[config.mk]
export PLATFORM = sky130hd
export DESIGN_NAME = fifo_with_key_removal_unit
export DESIGN_NICKNAME = d
export VERILOG_FILES = /design/src/hdl/fwkr_pkg.sv /design/src/hdl/fwkr_ctrl.sv /design/src/hdl/fwkr_dp.sv /design/src/hdl/fifo_with_key_removal_unit.sv
export VERILOG_INCLUDE_DIRS = /design/src /design/src/hdl
export SDC_FILE = /design/constraint.sdc
export NUM_CORES = 1
export LEC_CHECK = 0
export BUFFER_PORTS_ARGS = -buffer_cell sky130_fd_sc_hd__buf_4
export CORE_UTILIZATION = 40
export DETAILED_ROUTE_END_ITERATION = 10
export SYNTH_ARGS = -nofsm -noshare
export SYNTH_HDL_FRONTEND = slang
export SYNTH_HIERARCHICAL = 1
export SYNTH_SLANG_ARGS = --single-unit
[constraint.sdc]
create_clock -name clk -period 12.4 [get_ports clk]
set_clock_uncertainty 0.05 [all_clocks]
set_input_delay 0.62 -clock clk [delete_from_list [all_inputs] [get_ports clk]]
set_output_delay 0.62 -clock clk [all_outputs]
set_load 0.01 [all_outputs]
[src/hdl/fifo_with_key_removal_unit_macros.svh]
// Assertion macros used by the queue's top-level RTL file.
// Each macro checks against the block clock and is off while reset is held.
`ifndef FIFO_WITH_KEY_REMOVAL_UNIT_MACROS_SVH
`define FIFO_WITH_KEY_REMOVAL_UNIT_MACROS_SVH

// The consequence must hold in the same cycle as the condition.
`define FWKR_ASSERT_NOW(label, ante, cons) \
	label: assert property (@(posedge clk) disable iff (!arst_n) (ante) |-> (cons)) \
		else $error("same-cycle check failed in %m");

// The consequence must hold in the cycle after the condition.
`define FWKR_ASSERT_NEXT(label, ante, cons) \
	label: assert property (@(posedge clk) disable iff (!arst_n) (ante) |=> (cons)) \
		else $error("next-cycle check failed in %m");

`endif

[src/hdl/fwkr_pkg.sv]
package fwkr_pkg;

	// Defaults for the top-level parameters.
	localparam int unsigned DEPTH_DEFAULT    = 16;
	localparam int unsigned KEY_BITS_DEFAULT = 16;
	localparam int unsigned VALUE_BITS       = 32;

	// Operation carried with each input beat.
	typedef enum logic [1:0] {
		MODE_PUSH   = 2'd0,
		MODE_POP    = 2'd1,
		MODE_REMOVE = 2'd2,
		MODE_SPARE  = 2'd3
	} mode_t;

	// Outcome reported with each result beat.
	typedef enum logic [1:0] {
		ST_DONE      = 2'd0,
		ST_FULL      = 2'd1,
		ST_EMPTY     = 2'd2,
		ST_NOT_FOUND = 2'd3
	} status_t;

	// What the datapath does to the store when an operation is applied.
	typedef enum logic [1:0] {
		ACT_NONE,
		ACT_PUSH,
		ACT_POP,
		ACT_REMOVE
	} act_t;

	// Controller to datapath.
	typedef struct packed {
		logic    load;
		logic    apply;
		act_t    act;
		status_t status;
	} ctrl_cmd_t;

	// Datapath to controller.
	typedef struct packed {
		mode_t mode;
		logic  full;
		logic  empty;
		logic  hit;
	} ctrl_stat_t;

endpackage

[src/hdl/fwkr_ctrl.sv]
module fwkr_ctrl (
	input  logic                   clk,
	input  logic                   arst_n,
	input  logic                   s_tvalid,
	output logic                   s_tready,
	output logic                   m_tvalid,
	input  logic                   m_tready,
	input  fwkr_pkg::ctrl_stat_t   stat,
	output fwkr_pkg::ctrl_cmd_t    cmd
);
	import fwkr_pkg::*;

	typedef enum logic {
		S_IDLE,
		S_APPLY
	} state_t;

	state_t state_q;
	logic   out_free;

	// The result register can take a new result when empty or being drained.
	assign out_free = !m_tvalid || m_tready;
	assign s_tready = (state_q == S_IDLE);

	// Decide the store action and the reported status from the datapath flags.
	always_comb begin
		cmd.load   = s_tvalid && s_tready;
		cmd.apply  = (state_q == S_APPLY) && out_free;
		cmd.act    = ACT_NONE;
		cmd.status = ST_DONE;
		unique case (stat.mode)
			MODE_PUSH: begin
				if (stat.full) begin
					cmd.status = ST_FULL;
				end else begin
					cmd.act = ACT_PUSH;
				end
			end
			MODE_POP: begin
				if (stat.empty) begin
					cmd.status = ST_EMPTY;
				end else begin
					cmd.act = ACT_POP;
				end
			end
			MODE_REMOVE: begin
				if (stat.hit) begin
					cmd.act = ACT_REMOVE;
				end else begin
					cmd.status = ST_NOT_FOUND;
				end
			end
			default: begin
				cmd.act    = ACT_NONE;
				cmd.status = ST_DONE;
			end
		endcase
	end

	// State and the result-valid flag.
	always_ff @(posedge clk or negedge arst_n) begin
		if (!arst_n) begin
			state_q  <= S_IDLE;
			m_tvalid <= 1'b0;
		end else begin
			// A new result replaces one that is handed over in the same cycle.
			if (cmd.apply) begin
				m_tvalid <= 1'b1;
			end else if (m_tvalid && m_tready) begin
				m_tvalid <= 1'b0;
			end
			unique case (state_q)
				S_IDLE: begin
					if (cmd.load) begin
						state_q <= S_APPLY;
					end
				end
				S_APPLY: begin
					if (cmd.apply) begin
						state_q <= S_IDLE;
					end
				end
				default: begin
					state_q <= S_IDLE;
				end
			endcase
		end
	end

endmodule

[src/hdl/fwkr_dp.sv]
module fwkr_dp #(
	parameter int unsigned DEPTH    = 16,
	parameter int unsigned KEY_BITS = 16
) (
	input  logic                                     clk,
	input  logic                                     arst_n,
	input  fwkr_pkg::ctrl_cmd_t                      cmd,
	output fwkr_pkg::ctrl_stat_t                     stat,
	input  fwkr_pkg::mode_t                          mode,
	input  logic [KEY_BITS-1:0]                      item_key,
	input  logic [fwkr_pkg::VALUE_BITS-1:0]          item_value,
	output fwkr_pkg::status_t                        status,
	output logic [KEY_BITS-1:0]                      taken_key,
	output logic [fwkr_pkg::VALUE_BITS-1:0]          taken_value,
	output logic                                     oldest_valid,
	output logic [KEY_BITS-1:0]                      oldest_key,
	output logic [fwkr_pkg::VALUE_BITS-1:0]          oldest_value,
	output logic [$clog2(DEPTH+1)-1:0]               entry_count
);
	import fwkr_pkg::*;

	localparam int unsigned CountBits = $clog2(DEPTH + 1);

	// Entry store, kept oldest first at position zero.
	logic [KEY_BITS-1:0]   key_q [DEPTH];
	logic [VALUE_BITS-1:0] val_q [DEPTH];
	logic [CountBits-1:0]  count_q;

	// Captured item and its compare result.
	mode_t                 mode_q;
	logic [KEY_BITS-1:0]   in_key_q;
	logic [VALUE_BITS-1:0] in_val_q;
	logic [DEPTH-1:0]      match_q;

	// Result registers.
	status_t               status_q;
	logic [KEY_BITS-1:0]   taken_key_q;
	logic [VALUE_BITS-1:0] taken_val_q;

	logic [DEPTH-1:0]      match_d;
	logic [DEPTH-1:0]      match_rev;
	logic [DEPTH-1:0]      rev_low;
	logic [DEPTH-1:0]      newest_hot;
	logic [DEPTH-1:0]      sel_hot;
	logic [DEPTH-1:0]      shift_mask;
	logic                  is_take;
	logic [KEY_BITS-1:0]   sel_key;
	logic [VALUE_BITS-1:0] sel_val;

	// Compare every held entry against the incoming key in parallel.
	always_comb begin
		for (int i = 0; i < DEPTH; i++) begin
			match_d[i] = (CountBits'(i) < count_q) && (key_q[i] == item_key);
		end
	end

	// Newest match: isolate the highest set bit through a bit reversal.
	always_comb begin
		for (int i = 0; i < DEPTH; i++) begin
			match_rev[i] = match_q[DEPTH-1-i];
		end
		rev_low = match_rev & (~match_rev + DEPTH'(1));
		for (int i = 0; i < DEPTH; i++) begin
			newest_hot[i] = rev_low[DEPTH-1-i];
		end
	end

	// Position taken out and the entries that move down to close the gap.
	assign is_take    = (cmd.act == ACT_POP) || (cmd.act == ACT_REMOVE);
	assign sel_hot    = (cmd.act == ACT_POP) ? DEPTH'(1) : newest_hot;
	assign shift_mask = ~(sel_hot - DEPTH'(1));

	// Read out the taken entry with a one-hot select.
	always_comb begin
		sel_key = '0;
		sel_val = '0;
		for (int i = 0; i < DEPTH; i++) begin
			sel_key = sel_key | (key_q[i] & {KEY_BITS{sel_hot[i]}});
			sel_val = sel_val | (val_q[i] & {VALUE_BITS{sel_hot[i]}});
		end
	end

	// Per-entry update: write on push, move down on removal.
	for (genvar g = 0; g < DEPTH; g++) begin : g_entry
		logic [KEY_BITS-1:0]   up_key;
		logic [VALUE_BITS-1:0] up_val;

		if (g == DEPTH - 1) begin : g_last
			assign up_key = key_q[g];
			assign up_val = val_q[g];
		end else begin : g_inner
			assign up_key = key_q[g+1];
			assign up_val = val_q[g+1];
		end

		always_ff @(posedge clk) begin
			if (cmd.apply) begin
				if ((cmd.act == ACT_PUSH) && (count_q == CountBits'(g))) begin
					key_q[g] <= in_key_q;
					val_q[g] <= in_val_q;
				end else if (is_take && shift_mask[g]) begin
					key_q[g] <= up_key;
					val_q[g] <= up_val;
				end
			end
		end
	end

	// Entry count.
	always_ff @(posedge clk or negedge arst_n) begin
		if (!arst_n) begin
			count_q <= '0;
		end else if (cmd.apply) begin
			if (cmd.act == ACT_PUSH) begin
				count_q <= count_q + CountBits'(1);
			end else if (is_take) begin
				count_q <= count_q - CountBits'(1);
			end
		end
	end

	// Item capture and result registers.
	always_ff @(posedge clk) begin
		if (cmd.load) begin
			mode_q   <= mode;
			in_key_q <= item_key;
			in_val_q <= item_value;
			match_q  <= match_d;
		end
		if (cmd.apply) begin
			status_q    <= cmd.status;
			taken_key_q <= is_take ? sel_key : '0;
			taken_val_q <= is_take ? sel_val : '0;
		end
	end

	assign stat.mode  = mode_q;
	assign stat.full  = (count_q == CountBits'(DEPTH));
	assign stat.empty = (count_q == '0);
	assign stat.hit   = |match_q;

	// The store only changes when no result is waiting or the waiting one is handed over,
	// so the peek fields come straight from position zero.
	assign status       = status_q;
	assign taken_key    = taken_key_q;
	assign taken_value  = taken_val_q;
	assign oldest_valid = (count_q != '0);
	assign oldest_key   = oldest_valid ? key_q[0] : '0;
	assign oldest_value = oldest_valid ? val_q[0] : '0;
	assign entry_count  = count_q;

endmodule

[src/hdl/fifo_with_key_removal_unit.sv]
// Bounded key/value queue with push, pop of the oldest entry, and removal of the
// newest entry whose key matches. Each input beat yields one result beat with a
// status, the removed entry, the oldest entry after the operation and the count.
// An item is first accepted and its key compared against every held entry at once;
// then the push, pop or removal is applied, closing any gap with a one-place shift
// of the newer entries, and the result register is loaded. The apply step waits
// while an earlier result is still unread, and a new item is accepted only after
// the last one has been applied. The store needs no clearing after reset.
`include "fifo_with_key_removal_unit_macros.svh"

module fifo_with_key_removal_unit #(
	parameter int unsigned DEPTH    = fwkr_pkg::DEPTH_DEFAULT,
	parameter int unsigned KEY_BITS = fwkr_pkg::KEY_BITS_DEFAULT
) (
	input  logic clk,
	input  logic arst_n,
	// Input beats.
	input  logic                                                      s_tvalid,
	output logic                                                      s_tready,
	// item_key, item_value
	input  logic [((KEY_BITS+fwkr_pkg::VALUE_BITS+7)/8)*8-1:0]       s_tdata,
	// mode
	input  logic [1:0]                                                s_tuser,
	// Result beats.
	output logic                                                      m_tvalid,
	input  logic                                                      m_tready,
	// taken_key, taken_value, oldest_valid, oldest_key, oldest_value, entry_count
	output logic [((2*KEY_BITS+2*fwkr_pkg::VALUE_BITS+1+$clog2(DEPTH+1)+7)/8)*8-1:0]
		m_tdata,
	// status
	output logic [1:0]                                                m_tuser
);
	import fwkr_pkg::*;

	localparam int unsigned CountBits   = $clog2(DEPTH + 1);
	localparam int unsigned OutBits     = 2*KEY_BITS + 2*VALUE_BITS + 1 + CountBits;
	localparam int unsigned OutDataBits = ((OutBits + 7) / 8) * 8;

	ctrl_cmd_t             cmd;
	ctrl_stat_t            stat;
	status_t               status;
	logic [KEY_BITS-1:0]   taken_key;
	logic [VALUE_BITS-1:0] taken_value;
	logic                  oldest_valid;
	logic [KEY_BITS-1:0]   oldest_key;
	logic [VALUE_BITS-1:0] oldest_value;
	logic [CountBits-1:0]  entry_count;

	// Sequencing and result handshake.
	fwkr_ctrl u_ctrl (
		.clk      (clk),
		.arst_n   (arst_n),
		.s_tvalid (s_tvalid),
		.s_tready (s_tready),
		.m_tvalid (m_tvalid),
		.m_tready (m_tready),
		.stat     (stat),
		.cmd      (cmd)
	);

	// Entry store, key compare and result registers.
	fwkr_dp #(
		.DEPTH    (DEPTH),
		.KEY_BITS (KEY_BITS)
	) u_dp (
		.clk          (clk),
		.arst_n       (arst_n),
		.cmd          (cmd),
		.stat         (stat),
		.mode         (mode_t'(s_tuser)),
		.item_key     (s_tdata[KEY_BITS-1:0]),
		.item_value   (s_tdata[KEY_BITS +: VALUE_BITS]),
		.status       (status),
		.taken_key    (taken_key),
		.taken_value  (taken_value),
		.oldest_valid (oldest_valid),
		.oldest_key   (oldest_key),
		.oldest_value (oldest_value),
		.entry_count  (entry_count)
	);

	// Result beat packing, first field in the lowest bits.
	assign m_tuser = status;
	assign m_tdata = OutDataBits'({entry_count, oldest_value, oldest_key, oldest_valid,
		taken_value, taken_key});

	// Checks on the sequencing and on the reported state.
	`FWKR_ASSERT_NEXT(a_one_item_at_a_time, s_tvalid && s_tready, !s_tready)
	`FWKR_ASSERT_NOW(a_count_in_range, m_tvalid, entry_count <= CountBits'(DEPTH))
	`FWKR_ASSERT_NOW(a_full_means_full, m_tvalid && (status == ST_FULL), entry_count == CountBits'(DEPTH))
	`FWKR_ASSERT_NOW(a_empty_means_empty, m_tvalid && (status == ST_EMPTY), (entry_count == '0) && !oldest_valid)

endmodule

# Word-level counts from Yosys, hierarchy flattened
# Memories as Yosys holds them, arrays and structs flattened.
# Index checks and enable logic that the tools add are counted.
# totals
reg_bits	123
ramBits	768
inputBits	54
out_inout_bits	108
elab_cells	389
mem_count	2
# classes
addsub	4
magnitude_cmp	16
n_eq_ne	37
n_mux	161
bitwise	98
n_reduce_logical	61
# mem_list
name	words	word_bits	rd	rd_ports_with_merged_regs	wr	line_no	text
u_dp.val_q	16	32	16	0	16	fwkr_dp.sv:26	logic [VALUE_BITS-1:0] val_q [DEPTH];
u_dp.key_q	16	16	16	0	16	fwkr_dp.sv:25	logic [KEY_BITS-1:0] key_q [DEPTH];
# op_table
cell	n
2-to-1 mux 32 bit	17
AND 32 bit	16
bitwise OR 32 bit	15
2-to-1 mux 16 bit	18
AND 16 bit	17
== test 16 bit	16
bitwise OR 16 bit	15
2-to-1 mux 1 bit	118
logical AND 1 bit	51
== test 5 x 4 -> 1 bit, second input constant	8
< comparator 4 x 5 -> 1 bit, first input constant	8
inverter 16 bit	2
bitwise OR 1 bit	32
== test 5 x 3 -> 1 bit, second input constant	4
< comparator 3 x 5 -> 1 bit, first input constant	4
adder 16 x 1 -> 16 bit, second input constant	1
OR reduction 16 bit	1
subtractor 16 x 1 -> 16 bit, second input constant	1
one-hot mux 4 bit (3 select lines)	1
== test 5 x 2 -> 1 bit, second input constant	2
< comparator 1 x 5 -> 1 bit, first input constant	2
< comparator 2 x 5 -> 1 bit, first input constant	2
2-to-1 mux 5 bit	2
2-to-1 mux 2 bit	4
other kinds (15)	20

# Depth between registers and ports, before layout
# depth
depth_word	21
mapped_depth	23

# Modules after synthesis
# Netlist, hierarchy kept.
# by_module_without_submodules
mod	n_inst	cells_each	area_each_um2	seq_area_each_um2
fwkr_dp	1	3183	45344.7	26670.6
fwkr_ctrl	1	18	142.6	50.0
fifo_with_key_removal_unit	1	4	26.3	0.0

# Worst setup path after synthesis
# OpenSTA, ideal clock, no wires.
# synth_path
path_type	register to register
startpoint	register u_dp.count_q[1], in the netlist u_dp/entry_count[1]
endpoint	memory u_dp.key_q[0][0] (enable)
setup_time_ns	0.523
t_arrival_ns	5.832
required_time_ns	11.827
slack_ns	5.996
path_stages_with_launch	12
n_path_buf	4
path_cell_list	dfrtp_1 clkbuf_1 inv_1 ha_1 nand2_1 clkbuf_1 inv_1 o22ai_1 clkbuf_1 clkbuf_1 a21oi_1 nor3b_1
# synth_lines
element	line_no	text
from (decl)	fwkr_dp.sv:27	logic [CountBits-1:0] count_q;
from (signal assigned)	fwkr_dp.sv:115	count_q <= count_q + CountBits'(1);
from (signal assigned)	fwkr_dp.sv:117	count_q <= count_q - CountBits'(1);
to (decl)	fwkr_dp.sv:25	

==> metrics.yaml <==
maxCapViolCount: 0
synth.cell_area_um2: 45500
max-vdd-ir-drop_uv: 92.2
cp_max_fo: 48
post-place-cells: 4642
clock_path_buffers: 3
root_buffer: "clkbuf_16"
vias: 31370
slew_violations: 0
core_um2: 113000
period_needed_ns: 6.61
fmax_mhz: 151
grt-ovfl-total: 0
gp_congestion: 0.959
critPathArrivalTime_ns: 6.99
fillers: 10088
areaGrowthSynthToFinish_pct: 13.1
hold_class: "in -> reg"
die_height_um: 339
final-setup-viol-count: 0
ctsHoldBuffers: 1
initial_utilization_pct: 40.4
maxSlewHeadroom_pct: 8.58
cts-resized-gates: 0
grt_max_degree: 60
yosys_warnings: 6
tightest_slew_ns: 1.37
dieWidth_um: 339
grt_pass1_vias: 30556
critical_path.top_delay_family: "simple AND/OR/NAND/NOR gates"
clk_latency_ns: 0.70
crit_path_end_kind: "register"
grt_pass1_wl_um: 239000
cp.required_ns: 12.77
cts_sinks: 891
startpoint_type: "register"
fin_cells: 4831
crit_type: "reg -> reg"
regArea_um2: 26700
postCtsSetupBuffers: 0
grt_use_met2_pct: 44.5
grtUsageMet1_pct: 39.6
dp.final_hpwl_um: 104000
drc: 0
finalHoldViolCount: 0
rrSetupSlack_ns: 5.79
synth_seq_cells: 891
via_per_inst: 6.49
multi_input_area_um2: 17900
outcome: "finished clean"
cp_cell_sequence: "buf_4 -> or4_4 -> nor4_1 -> nand2b_1 -> nand2b_1 -> and3b_1 -> nor2b_4 -> buf_4 -> nor2_4 -> buf_4 -> a221oi_1 -> mux2i_4 -> buf_4 -> mux2_2"
cts_tree: "yes"
synthArstFlopShare_pct: 0.786
slowest_stage: "buf_4"
drive_gt1_share_pct: 34.2
powerDensity_nw_per_um2: 154
syn_area_per_cell_um2: 14.2
drt_iter0_drc: 4206
use_met3_pct: 6.75
rsz0062_at_grt: "no"
final_nets: 3304
fin_tns_setup_ns: 0
synth_cell_types: 78
finalCritPeriodShare_pct: 53.3
p_leak_uw: 0.0166
ant_nets: 0
cts_buffers: 99
top_usage_layer: "met2"
wl_per_cell_um: 35.5
track_usage_pct: 29.1
clk_pin_slew_worst_paths_ns: 0.06
synthFlopType: "edfxtp_1"
grt_antenna_before_repair: 9
cp_slowest_stage_delay_ns: 0.74
portBuffers: 159
first_pass_iters: 8
syn_inst: 3205
yosysSeqAreaShare_pct: 58.7
cp_num_buf_inv: 4
wl_um: 171000
synth_edf_count: 884
htree_levels: 3
die-area_um2: 115000
boundaryPins: 162
crit_top_cell: "buf_4"
num_rows: 123
cell usage after synthesis (22+ instances only):
cell,n,area [µm²]
nor2_1,37,139
nand3_1,49,245
nor3_1,22,110
buf_2,68,340
a22o_1,34,298
and2_1,58,363
edfxtp_1,884,26500
nand3b_1,26,195
a21oi_1,54,270
nand4_1,39,244
mux2_1,29,327
o21ai_0,64,320
clkbuf_1,197,739
nor4_1,54,338
and3_1,38,238
a31oi_1,51,319
a222oi_1,51,510
nand2_1,99,372
a22oi_1,71,533
mux2_4,29,435
a221o_1,37,370
a32oi_1,32,280
xnor2_1,104,911
xor2_1,156,1370
mux2_2,662,7450
flip-flops by register name, summed over array words and instances (netlist names):
name,count
u_ctrl/m_tvalid,1
u_ctrl/state_q,1
u_dp/entry_count,5
u_dp/in_key_q,16
u_dp/in_val_q,32
u_dp/key_q,256
u_dp/match_q,16
u_dp/mode_q,2
u_dp/status,2
u_dp/taken_key,16
u_dp/taken_value,32
u_dp/val_q,512
path summary, 6_finish.rpt:
path                                        startpoint                         endpoint  cells after the start
max in group asynchronous                       arst_n  u_dp/entry_count[4]$_DFFE_PN0P_                      2
max reg2reg                 u_dp/match_q[14]$_DFFE_PP_     u_dp/val_q[1][134]$_DFFE_PP_                     14
min in group asynchronous                       arst_n  u_dp/entry_count[3]$_DFFE_PN0P_                      2
min                                        s_tdata[28]      u_dp/in_val_q[12]$_DFFE_PP_                      1
min reg2reg                u_ctrl/m_tvalid$_DFFE_PN0P_      u_ctrl/m_tvalid$_DFFE_PN0P_                      2
max                         u_dp/match_q[14]$_DFFE_PP_     u_dp/val_q[1][134]$_DFFE_PP_                     14
cells in the final DEF (no fill, tap or decap), types with 39 or more instances in the layout:
master     count
a22oi_1       71
nand3_1       49
a31oi_1       50
edfxtp_1     884
and2_1        55
buf_4        230
nand4_1       39
nand2_1       90
xor2_1       156
a222oi_1      51
clkbuf_16    103
a21oi_1       52
nor4_1        53
o21ai_0       64
xnor2_1      104
mux2_2       662
metrics by stage:
| step | util, % | setup slack (ns) | hold slack [ns] | total power (µW) | instance area, µm² |
|---|---|---|---|---|---|
| 6_report | 45.7 | 5.79 | 0.0558 | 7940 | 51500 |
| 2_1_floorplan | - | 6.00 | 0.274 | 4450 | 45500 |
| 4_1_cts | 45.7 | 5.92 | 0.0261 | 7950 | 51400 |
| 3_3_place_gp | 42.9 | 6.17 | 0.413 | 5020 | 48300 |
| 5_1_grt | 45.7 | 5.61 | 0.0485 | 8140 | 51400 |
| 3_5_place_dp | 42.9 | 5.95 | 0.416 | 5040 | 48300 |
where the power goes:
part / switching, µW / internal (µW)
clock: 1260 / 1680
combinational: 764 / 478
sequential: 199 / 3560
metal layers:
| metal | vias up | routed length (µm) |
|---|---|---|
| met5 | - | 41 |
| met3 | 385 | 17600 |
| met2 | 1971 | 76400 |
| li1 | 12769 | - |
| met1 | 16239 | 69400 |
| met4 | 6 | 7830 |
logic make-up (layout without fill, tap and decap cells):
family | count (synthesis) | count (layout) | synth area share (%)
buffers and inverters | 311 | 431 | 2.92
flip-flops | 891 | 891 | 58.7
multiplexers | 722 | 722 | 18.1
AND/OR/NAND/NOR | 498 | 498 | 6.30
adder cells (fa/ha/maj) | 6 | 6 | 0.165
AO/OA/AOI/OAI | 516 | 516 | 8.80
other | 1 | 7 | 0.00824
XOR/XNOR | 260 | 260 | 5.00
cell type report:
class                   instances  share of cell area [%]
inverters                      17                   0.124
clock inverters                59                   0.926
flip-flops and latches        891                    51.9
multi-input cells            2004                    34.8
diodes                          5                  0.0243
repair buffers                231                    3.38
clock buffers                 124                    5.16
well taps                    1500                    3.65
Note: power is estimated with default switching activity, not from simulation.
